## src/rtl/b64e_pkg.sv

```systemverilog
package b64e_pkg;

    localparam int QUEUE_DEPTH = 2;

    localparam logic [1:0] FILL_NONE = 2'd0;
    localparam logic [1:0] FILL_ONE  = 2'd1;
    localparam logic [1:0] FILL_TWO  = 2'd2;

    localparam logic [2:0] NCHAR_TWO   = 3'd2;
    localparam logic [2:0] NCHAR_THREE = 3'd3;
    localparam logic [2:0] NCHAR_FOUR  = 3'd4;

    localparam logic [1:0] CHAR_LAST = 2'd3;

    localparam logic [7:0] PAD_CHAR = 8'h3D;

    typedef struct packed {
        logic [23:0] grp;
        logic [2:0]  nchar;
        logic        last;
    } grp_entry_t;

    function automatic logic [7:0] alpha_char(input logic [5:0] s);
        logic [7:0] v;
        v = {2'b00, s};
        if (s < 6'd26)
            alpha_char = 8'(8'd65 + v);
        else if (s < 6'd52)
            alpha_char = 8'(8'd71 + v);
        else if (s < 6'd62)
            alpha_char = 8'(v - 8'd4);
        else if (s == 6'd62)
            alpha_char = 8'h2B;
        else
            alpha_char = 8'h2F;
    endfunction

endpackage

```

## src/rtl/b64e_front.sv

```systemverilog
module b64e_front (
    input  logic                   clk,
    input  logic                   rst_n,
    input  logic                   accept,
    input  logic [7:0]             data_byte,
    input  logic                   last_byte,
    output logic                   push,
    output b64e_pkg::grp_entry_t   push_entry
);

    logic [1:0] fill_reg, fill_next;
    logic [7:0] hi_reg, hi_next;
    logic [7:0] lo_reg, lo_next;

    always_comb
    begin
        fill_next        = fill_reg;
        hi_next          = hi_reg;
        lo_next          = lo_reg;
        push             = 1'b0;
        push_entry.grp   = {hi_reg, lo_reg, data_byte};
        push_entry.nchar = b64e_pkg::NCHAR_FOUR;
        push_entry.last  = last_byte;
        if (accept)
        begin
            unique case (fill_reg)
                b64e_pkg::FILL_ONE:
                begin
                    lo_next          = data_byte;
                    push_entry.grp   = {hi_reg, data_byte, 8'h00};
                    push_entry.nchar = b64e_pkg::NCHAR_THREE;
                    push             = last_byte;
                    fill_next        = last_byte ? b64e_pkg::FILL_NONE : b64e_pkg::FILL_TWO;
                end
                b64e_pkg::FILL_TWO:
                begin
                    push      = 1'b1;
                    fill_next = b64e_pkg::FILL_NONE;
                end
                default:
                begin
                    hi_next          = data_byte;
                    push_entry.grp   = {data_byte, 16'h0000};
                    push_entry.nchar = b64e_pkg::NCHAR_TWO;
                    push             = last_byte;
                    fill_next        = last_byte ? b64e_pkg::FILL_NONE : b64e_pkg::FILL_ONE;
                end
            endcase
        end
    end

    always_ff @(posedge clk or negedge rst_n)
    begin
        if (!rst_n)
            fill_reg <= b64e_pkg::FILL_NONE;
        else
            fill_reg <= fill_next;
    end

    always_ff @(posedge clk)
    begin
        hi_reg <= hi_next;
        lo_reg <= lo_next;
    end

endmodule

```

## src/rtl/b64e_queue.sv

```systemverilog
module b64e_queue #(
    parameter int DEPTH = b64e_pkg::QUEUE_DEPTH
) (
    input  logic                   clk,
    input  logic                   rst_n,
    input  logic                   push,
    input  b64e_pkg::grp_entry_t   push_entry,
    input  logic                   pop,
    output logic                   full,
    output logic                   not_empty,
    output b64e_pkg::grp_entry_t   head
);

    localparam int PW = (DEPTH > 1) ? $clog2(DEPTH) : 1;
    localparam int CW = $clog2(DEPTH + 1);
    localparam logic [PW-1:0] PTR_MAX = PW'(DEPTH - 1);
    localparam logic [CW-1:0] CNT_MAX = CW'(DEPTH);

    b64e_pkg::grp_entry_t slot_reg [DEPTH];
    logic [PW-1:0] wr_reg, wr_next;
    logic [PW-1:0] rd_reg, rd_next;
    logic [CW-1:0] cnt_reg, cnt_next;

    assign full      = (cnt_reg == CNT_MAX);
    assign not_empty = (cnt_reg != '0);
    assign head      = slot_reg[rd_reg];

    always_comb
    begin
        wr_next  = wr_reg;
        rd_next  = rd_reg;
        cnt_next = cnt_reg;
        if (push)
            wr_next = (wr_reg == PTR_MAX) ? '0 : PW'(wr_reg + 1'b1);
        if (pop)
            rd_next = (rd_reg == PTR_MAX) ? '0 : PW'(rd_reg + 1'b1);
        if (push && !pop)
            cnt_next = CW'(cnt_reg + 1'b1);
        else if (pop && !push)
            cnt_next = CW'(cnt_reg - 1'b1);
    end

    always_ff @(posedge clk or negedge rst_n)
    begin
        if (!rst_n)
        begin
            wr_reg  <= '0;
            rd_reg  <= '0;
            cnt_reg <= '0;
        end
        else
        begin
            wr_reg  <= wr_next;
            rd_reg  <= rd_next;
            cnt_reg <= cnt_next;
        end
    end

    always_ff @(posedge clk)
    begin
        if (push)
            slot_reg[wr_reg] <= push_entry;
    end

    a_no_push_full: assert property (@(posedge clk) disable iff (!rst_n) push |-> !full)
        else $error("queue written while full");
    a_no_pop_empty: assert property (@(posedge clk) disable iff (!rst_n) pop |-> not_empty)
        else $error("queue read while empty");
    a_cnt_range: assert property (@(posedge clk) disable iff (!rst_n) cnt_reg <= CNT_MAX)
        else $error("queue count out of range");

endmodule

```

## src/rtl/b64e_back.sv

```systemverilog
module b64e_back (
    input  logic                   clk,
    input  logic                   rst_n,
    input  logic                   head_valid,
    input  b64e_pkg::grp_entry_t   head,
    output logic                   pop,
    output logic                   ovalid,
    input  logic                   oready,
    output logic [7:0]             out_char,
    output logic                   last_char
);

    b64e_pkg::grp_entry_t work_reg;
    logic       busy_reg, busy_next;
    logic [1:0] idx_reg, idx_next;
    logic       ov_reg, ov_next;
    logic [7:0] oc_reg;
    logic       ol_reg;
    logic       emit_go;
    logic [5:0] sextet;
    logic [7:0] ch;

    assign emit_go = busy_reg && (!ov_reg || oready);
    assign pop     = head_valid && (!busy_reg || (emit_go && idx_reg == b64e_pkg::CHAR_LAST));

    always_comb
    begin
        unique case (idx_reg)
            2'd0:    sextet = work_reg.grp[23:18];
            2'd1:    sextet = work_reg.grp[17:12];
            2'd2:    sextet = work_reg.grp[11:6];
            default: sextet = work_reg.grp[5:0];
        endcase
        if ({1'b0, idx_reg} >= work_reg.nchar)
            ch = b64e_pkg::PAD_CHAR;
        else
            ch = b64e_pkg::alpha_char(sextet);
    end

    always_comb
    begin
        busy_next = busy_reg;
        idx_next  = idx_reg;
        ov_next   = ov_reg;
        if (pop)
        begin
            busy_next = 1'b1;
            idx_next  = '0;
        end
        else if (emit_go)
        begin
            idx_next = 2'(idx_reg + 1'b1);
            if (idx_reg == b64e_pkg::CHAR_LAST)
                busy_next = 1'b0;
        end
        if (emit_go)
            ov_next = 1'b1;
        else if (oready)
            ov_next = 1'b0;
    end

    always_ff @(posedge clk or negedge rst_n)
    begin
        if (!rst_n)
        begin
            busy_reg <= 1'b0;
            idx_reg  <= '0;
            ov_reg   <= 1'b0;
        end
        else
        begin
            busy_reg <= busy_next;
            idx_reg  <= idx_next;
            ov_reg   <= ov_next;
        end
    end

    always_ff @(posedge clk)
    begin
        if (pop)
            work_reg <= head;
        if (emit_go)
        begin
            oc_reg <= ch;
            ol_reg <= (idx_reg == b64e_pkg::CHAR_LAST) && work_reg.last;
        end
    end

    assign ovalid    = ov_reg;
    assign out_char  = oc_reg;
    assign last_char = ol_reg;

    a_idle_idx: assert property (@(posedge clk) disable iff (!rst_n) !busy_reg |-> idx_reg == '0)
        else $error("character index moved while idle");
    a_first_not_pad: assert property (@(posedge clk) disable iff (!rst_n)
        emit_go && idx_reg == 2'd1 |=> oc_reg != b64e_pkg::PAD_CHAR)
        else $error("padding on second character");

endmodule

```

## src/rtl/base64_byte_encoder_unit.sv

```systemverilog
// Flow: a group completed by an accepted byte (or closed by the last flag) is written
// into the group queue, popped into the emitter once the emitter is free, and its first
// character is registered. Throughput: one byte accepted per cycle while the queue has
// room; the emitter sends one character per cycle while m_tready allows, four per group.
// Reset: asynchronous, active low; clears group fill, queue pointers and output valid.
module base64_byte_encoder_unit #(
    parameter int QUEUE_DEPTH = b64e_pkg::QUEUE_DEPTH
) (
    input  logic       clk,
    input  logic       rst_n,
    input  logic       s_tvalid,
    output logic       s_tready,
    input  logic [7:0] s_tdata,   // [7:0] data_byte
    input  logic       s_tlast,
    output logic       m_tvalid,
    input  logic       m_tready,
    output logic [7:0] m_tdata,   // [7:0] out_char
    output logic       m_tlast
);

    logic                 accept;
    logic                 push;
    logic                 pop;
    logic                 full;
    logic                 not_empty;
    b64e_pkg::grp_entry_t push_entry;
    b64e_pkg::grp_entry_t head;

    assign s_tready = !full;
    assign accept   = s_tvalid && s_tready;

    b64e_front u_front (
        .clk        (clk),
        .rst_n      (rst_n),
        .accept     (accept),
        .data_byte  (s_tdata),
        .last_byte  (s_tlast),
        .push       (push),
        .push_entry (push_entry)
    );

    b64e_queue #(
        .DEPTH (QUEUE_DEPTH)
    ) u_queue (
        .clk        (clk),
        .rst_n      (rst_n),
        .push       (push),
        .push_entry (push_entry),
        .pop        (pop),
        .full       (full),
        .not_empty  (not_empty),
        .head       (head)
    );

    b64e_back u_back (
        .clk        (clk),
        .rst_n      (rst_n),
        .head_valid (not_empty),
        .head       (head),
        .pop        (pop),
        .ovalid     (m_tvalid),
        .oready     (m_tready),
        .out_char   (m_tdata),
        .last_char  (m_tlast)
    );

endmodule

```

## config.mk

```make
export PLATFORM = sky130hd
export DESIGN_NAME = base64_byte_encoder_unit
export DESIGN_NICKNAME = d
export VERILOG_FILES = /design/src/rtl/b64e_pkg.sv /design/src/rtl/b64e_front.sv /design/src/rtl/b64e_queue.sv /design/src/rtl/b64e_back.sv /design/src/rtl/base64_byte_encoder_unit.sv
export SDC_FILE = /design/constraint.sdc
export NUM_CORES = 1
export LEC_CHECK = 0
export BUFFER_PORTS_ARGS = -buffer_cell sky130_fd_sc_hd__buf_2
export CORE_ASPECT_RATIO = 1.4
export CORE_MARGIN = 2
export CORE_UTILIZATION = 60
export CTS_CLUSTER_DIAMETER = 40
export DETAILED_ROUTE_END_ITERATION = 8
export PLACE_DENSITY = 0.78
export SLEW_MARGIN = 10
export SYNTH_ARGS = -nofsm -noshare
export SYNTH_HDL_FRONTEND = slang
export SYNTH_HIERARCHICAL = 1
export SYNTH_SLANG_ARGS = --single-unit
export TNS_END_PERCENT = 100
```

## constraint.sdc

```tcl
create_clock -name clk -period 3.35 [get_ports clk]
set_input_delay 0.5025 -clock clk [delete_from_list [all_inputs] [get_ports clk]]
set_output_delay 0.5025 -clock clk [all_outputs]
set_load 0.03 [all_outputs]
```

; Word-level counts from Yosys, hierarchy flattened
; Memories as Yosys holds them, arrays and structs flattened. A register that Yosys moved wholly into a read port is not among the register bits.
; Cells that the tools add are included.
[op_classes]
add_sub_neg = 8
n_lt_le_gt_ge = 4
eq_ne = 7
mux = 25
bitwise_logic = 1
n_reduce_logical = 24
[ops]
columns = cell, n
row1 = $pmux 27 s2, 1
row2 = $mux 27, 1
row3 = $mux 8, 3
row4 = $pmux 6 s3, 1
row5 = $add 7x6->8 const A, 2
row6 = $lt 6x6->1 const B, 2
row7 = $mux 1, 12
row8 = $mux 2, 5
row9 = $reduce_bool 2->1, 5
row10 = $eq 2x2->1 const B, 4
row11 = $logic_and 1x1->1, 7
row12 = $sub 6x3->7 const B, 1
row13 = $eq 6x6->1 const B, 1
row14 = $lt 6x5->1 const B, 1
row15 = $reduce_and 2->1, 3
row16 = $logic_not 1->1, 5
row17 = $add 2x1->2 const B, 2
row18 = $eq 2x1->1 const B, 2
row19 = $pmux 2 s2, 1
row20 = $ge 2x3->1, 1
row21 = $mux 3, 1
row22 = $add 1x1->1 const B, 2
row23 = $logic_not 2->1, 1
row24 = $logic_or 1x1->1, 2
row25 = other kinds (3), 3
[word_totals]
reg_bits = 35
ram_bits = 56
input_bits = 13
wordCells = 81
mem_count = 1
[mem_list]
columns = memory, depth, width, rd, rd_ports_with_merged_regs, write_ports, line_no
row1 = u_queue.slot_reg, 2, 28, 1, 1, 1, b64e_queue.sv:19  ; b64e_pkg::grp_entry_t slot_reg [DEPTH];

; Depth between registers and ports, before layout
[logic_depth]
ltp_word = 9
mapped_depth = 10
mapped_depth_nobuf = 9

; Modules after synthesis
; The synthesis kept the hierarchy.
[modules_own_cells]
columns = module, n_inst, cells_each, area_per_inst_um2, seq_area_each_um2
row1 = b64e_queue, 1, 103, 2257.2, 1781.7
row2 = b64e_back, 1, 138, 1936.9, 1211.2
row3 = b64e_front, 1, 84, 982.2, 530.5
row4 = base64_byte_encoder_unit, 1, 2, 10.0, 0.0

; Least setup slack after synthesis
; No wires, ideal clock.
[synth_path]
kind = input-to-reg
from = input port s_tvalid
to = memory u_queue/slot_reg[0][0] (netlist bit) (enable)
setup_ns = 0.416
t_arrival_ns = 2.434
required_time_ns = 2.934
path_slack_ns = 0.500
path_stages = 5
cell_sequence = nor2b_1 > buf_6 > buf_2 > o21a_1 > nor2b_1
[synth_via]
elab_chain_len = 4
[synth_lines]
columns = item, line_no
row1 = "start, declared", base64_byte_encoder_unit.sv:11  ; input logic s_tvalid,
row2 = $logic_and 1x1->1, base64_byte_encoder_unit.sv:30  ; assign accept = s_tvalid && s_tready;
row3 = $mux 1, b64e_front.sv:24  ; if (accept)
row4 = net push, base64_byte_encoder_unit.sv:22  ; logic push;
row5 = $mux 1, b64e_queue.sv:61  ; if (push)
row6 = $mux 1 (implied by the code), b64e_queue.sv:62  ; slot_reg[wr_reg] <= push_entry;
row7 = "end, declared", b64e_queue.sv:19
; The timed path passes the listed nets, and every way through them passes these cells.

; Worst setup path after layout
[layout_path]
from = register u_back.idx_reg[1]
to = register u_back.oc_reg[3] (netlist: u_back/out_char[3]) (data pin)
[layout_via]
elab_chain_len = 6
elab_cells_between_ends = 14
classes_between = add/sub: 3 / order compare: 4 / eq/ne: 2 / mux: 4 / reduce/logical: 1
[layout_lines]
columns = item, line_no
row1 = "start, declared", b64e_back.sv:15  ; logic [1:0] idx_reg, idx_next;
row2 = "start signal, assigned", b64e_back.sv:73  ; idx_reg <= idx_next;
row3 = $eq 2x2->1 (tied with other cells), b64e_back.sv:28  ; unique case (idx_reg)
row4 = $pmux 6 s3, b64e_back.sv:28
row5 = $sub 6x3->7 or $lt 6x6->1 (tied branches), "b64e_pkg.sv:31, b64e_pkg.sv:30"
row6 = $mux 8, b64e_pkg.sv:30  ; else if (s < 6'd62)
row7 = $mux 8, b64e_pkg.sv:28  ; else if (s < 6'd52)
row8 = $mux 8, b64e_pkg.sv:26  ; if (s < 6'd26)
row9 = "end signal, assigned", b64e_back.sv:84  ; oc_reg <= ch;
row10 = "end, declared", b64e_back.sv:17  ; logic [7:0] oc_reg;
; Parallel ways exist; a longest one is shown, timed or not.
; A chain may end at the register's enable or synchronous reset.

==> flow_results.org <==
** CTS
- Maximum root-to-sink buffer count :: 2
- Quantity of gates resized following cts :: 0
- The clock tree synthesis step divided the H-tree into 4 levels.
- The later pin in the worst-skew pair is clocked with a latency of 0.41 ns.
- After clock tree synthesis, the clock-pin slew on the worst setup and hold paths is 0.05 ns.
- Clock tree synthesis found a total of 119 sinks.
- TritonCTS built the clock tree.
- Buffer cell driving the clock tree root :: clkbuf_16
- TritonCTS buffer count :: 17

** Global route
- Congestion Overflow GR :: 0
- The initial antenna violation count was 0.
- Global routing used 20.3% of the available tracks.
- The first global-routing pass estimated 13600 um of wire.
- Pin count of the biggest net entering global routing :: 32
- Vias in the first global route :: 2789

** Hold path
- Worst hold-check path type :: primary input to flop
- Capture endpoint of the worst hold path :: u_front/hi_reg[4]
- Hold_sp :: s_tdata[4]
- Hold Path Cell Cnt :: 1

** Pwr
- Cell internal power was estimated by the tool at 4.09 mW.
- In this run switching power makes up 31.9% of total power.
- Combinational logic burns 33.7% of the power.
- Net switching component of the power :: 1.92 mW
- VDD IR max :: 0.000584 V
- Static Leakage :: 2.19 nW
- In this run the power density over the cells is 1010 nW/um2.
- Sequential Power Share :: 37.5%
- Relative contribution of the clock network to total power :: 28.8%

** Timing
- Setup total negative slack on the finished layout was measured at 0 ns.
- Final worst-path cycle share :: 77.5%
- Relative max-transition margin :: 42.4%
- Static timing analysis puts the maximum clock frequency at 0.385 GHz.
- For the finished layout, the period the worst path requires is 2.60 ns.
- Post-Route Skew :: 0.0103 ns
- The number of endpoints with negative hold slack in the final report came to 0.
- Slew at the pin closest to its max-slew limit :: 0.840 ns
- Max-slew violation total from the final report :: 0
- Count of final setup violators :: 0
- Setup repair after global routing left no endpoint under its margin.

** Placement
- In this run the tool buffered the top-level ports with 23 buffer cells.
- Summing all placed instances gives a cell area of 5360 um2.
- Estimated wirelength of the detail-placed design :: 5370 um
- Routability-driven placement finished with a final weighted congestion of 0.873.

** Cells and area
- The library cells used most frequently in the layout, excluding fill and tap cells, are edfxtp_1 (109), inv_1 (25), buf_2 (23).
- Storage element area :: 3520 um2
- Most common library cell in the layout ignoring fill and taps :: edfxtp_1
- Proportion of layout cells with a drive suffix above 1 :: 28.3%
- # nets final :: 387
- Largest register FFs :: 56
- Once layout is complete, the utilization of the core stands at 69.7%.
- Layout Area Growth over Synthesis :: 14.4%
- In the final layout, the multi-input gates occupy 1450 um2.
- 0 antenna diodes ended up in the layout.
- The layout has 550 filler cells.
- Summing all non-filler instances in the final layout gives an area of 5930 um2.

** Run
- Number of maximum-capacitance violations :: 0

** Synthesis
- Sequential element share of the synthesized area :: 67.9%
- Cell Area, Synth :: 5190 um2
- Distinct cell type count after synthesis :: 53
- Synthesis produced 327 cells.
- When the netlist entered floorplanning its net count stood at 352.
- Primary FF master, synth :: edfxtp_1
- Synth async-reset ratio :: 8.40%
- The synthesized design contains 109 enable-type register cells.
- Counting flops and latches in the post-synthesis netlist gives 119.
- Each instance of the synthesized netlist takes up on average 15.9 um2.
- For this run, the number of Yosys warnings is 6.

** Detailed routing
- Routed wire per std cell :: 17.3 um
- Final wirelength :: 8310 um
- Using the TritonRoute via totals, the vias-per-cell ratio works out to 5.77.
- Residual DRC count :: 0
- DRT iter0 DRCs :: 153
- Iteration count of the initial detailed-routing pass :: 6
- Vias post-DR :: 2763
- The detail route stage leaves a number of antenna-violating nets equal to 0.

** Critical path
- The worst register-to-register path ends at u_back/out_char[3].
- Cell count of the worst reg-to-reg path :: 5
- Critical path data arrival time :: 2.74 ns
- The startpoint identified for the worst register-to-register timing path is u_back/idx_reg[1].
- WP data required :: 3.49 ns
- The critical path in this run is classified as flop to flop.
- The worst register-to-register path has a setup slack of 0.75 ns.
- Startpoint type of the worst setup path :: flop
- Along the worst path, the maximum fanout reaches 13.
- Kind of capture point of the worst setup path :: flop

** Outcome
- The flow ran to the end, and the final reports show no timing, DRC or antenna violations.

** Die
- Effective utilization at floorplan :: 61.0%
- In this run the core area contains 40 standard-cell rows.
- Core Footprint :: 8510 um2
- From bottom edge to top edge, the die measures 114 um.
- Top-Level Pins :: 24
- The die is 82.6 um wide.
- The floorplan step defined a die boundary enclosing 9410 um2.
## per-layer routing
| metal | global-route usage [%] | part of all wire, % | vias to the layer above |
|---|---|---|---|
| met5 | 0 | 0 | - |
| li1 | - | - | 1328 |
| met4 | 9.95 | 2.2 | 0 |
| met3 | 7.12 | 3.8 | 15 |
| met1 | 23.2 | 41 | 1362 |
| met2 | 33.2 | 53 | 58 |
## cells by family (layout without fill, tap and decap cells)
| logic type | after synthesis | in the layout | synth area share, % |
|---|---|---|---|
| xor gates and xnor gates | 7 | 7 | 1.18 |
| AOI/OAI and AO/OA | 65 | 65 | 9.65 |
| other | 1 | 1 | 0.0723 |
| adders and majority gates | 12 | 12 | 2.89 |
| buffers and inverters | 39 | 86 | 4.15 |
| DFF | 119 | 119 | 67.9 |
| muxes | 37 | 37 | 8.88 |
| and+or+nand+nor | 47 | 47 | 5.24 |
## power groups by stage
stage                     Clock [mW]  Sequential, mW  Combinational [mW]
after floorplan                    0            2.36                1.57
after global placement             0            2.26                1.93
after detailed placement           0            2.28                2.01
after CTS                       1.76            2.25                2.03
after global routing            1.83            2.29                2.23
final                           1.73            2.25                2.03
## Yosys cell counts (2+ instances only)
cell         n  area, um2
xnor2_1      3       26.3
nand3_1      3       15.0
a2111oi_0    2       17.5
o21ai_0      6       30.0
a222oi_1     5       50.1
o22ai_1      7       43.8
dfrtp_1     10        250
and2_1      11       68.8
a211oi_2     2       25.0
nand2_1      4       15.0
mux2i_2      2       27.5
a21oi_1      7       35.0
buf_4        2       15.0
o21ai_1      3       15.0
inv_1       25       93.8
a211oi_1     5       37.5
buf_6        6       67.6
a22o_1       2       17.5
a22oi_1      8       60.1
a22o_2       7       70.1
a41oi_1      2       17.5
nor3_1       2       10.0
xor2_1       4       35.0
edfxtp_1   109       3270
buf_2        4       20.0
nand2b_1     5       31.3
mux2_4      11        165
nor2_1       8       30.0
or2_2        2       12.5
nor2b_1      4       25.0
and2_4       2       17.5
mux2i_1      2       20.0
mux2_2      21        236
ha_1        12        150
## worst max-delay path: stages, from the launching register on
cell and delay, ns:
dfrtp_1 0.39, ha_1 0.58, mux2i_1 0.79, a2111oi_0 0.25, a41oi_1 0.22, nand4_1 0.11
## layout make-up
cell class | count | share of cell area, %
Timing Repair Buffer | 29 | 2.74
Clock inverter | 13 | 2.32
Clock buffer | 18 | 7.23
Sequential cell | 119 | 59.4
Tap cell | 105 | 2.21
Inverter | 26 | 1.65
Multi-Input combinational cell | 169 | 24.4
## worst max path at each step
stage	startpoint	endpoint	slack (ns)	cells after the start
finish	u_back/idx_reg[1]	u_back/out_char[3]	0.75	5
CTS	u_back/idx_reg[1]	u_back/out_char[3]	0.79	5
global placement	u_back/idx_reg[1]	u_back/out_char[3]	0.90	5
floorplan	s_tvalid	u_queue/slot_reg[0][0]	0.50	5
global route	u_back/idx_reg[1]	u_back/out_char[4]	0.59	5
detailed placement	u_back/idx_reg[1]	u_back/out_char[2]	0.80	5
## repair_timing
action / CTS / global route
endpoints found under the hold margin: 10 / 0
hold buffers: 1 / 0
buffers inserted: 0 / 0
## metrics by stage
stage	power, mW	setup slack (ns)	hold slack, ns	cells
after floorplan	3.92	0.500	0.207	327
after global placement	4.19	0.905	0.383	447
after detailed placement	4.29	0.799	0.393	447
after CTS	6.04	0.794	0.314	479
after global routing	6.35	0.586	0.328	479
final	6.01	0.753	0.331	479
(Power assumes the default switching activity.)
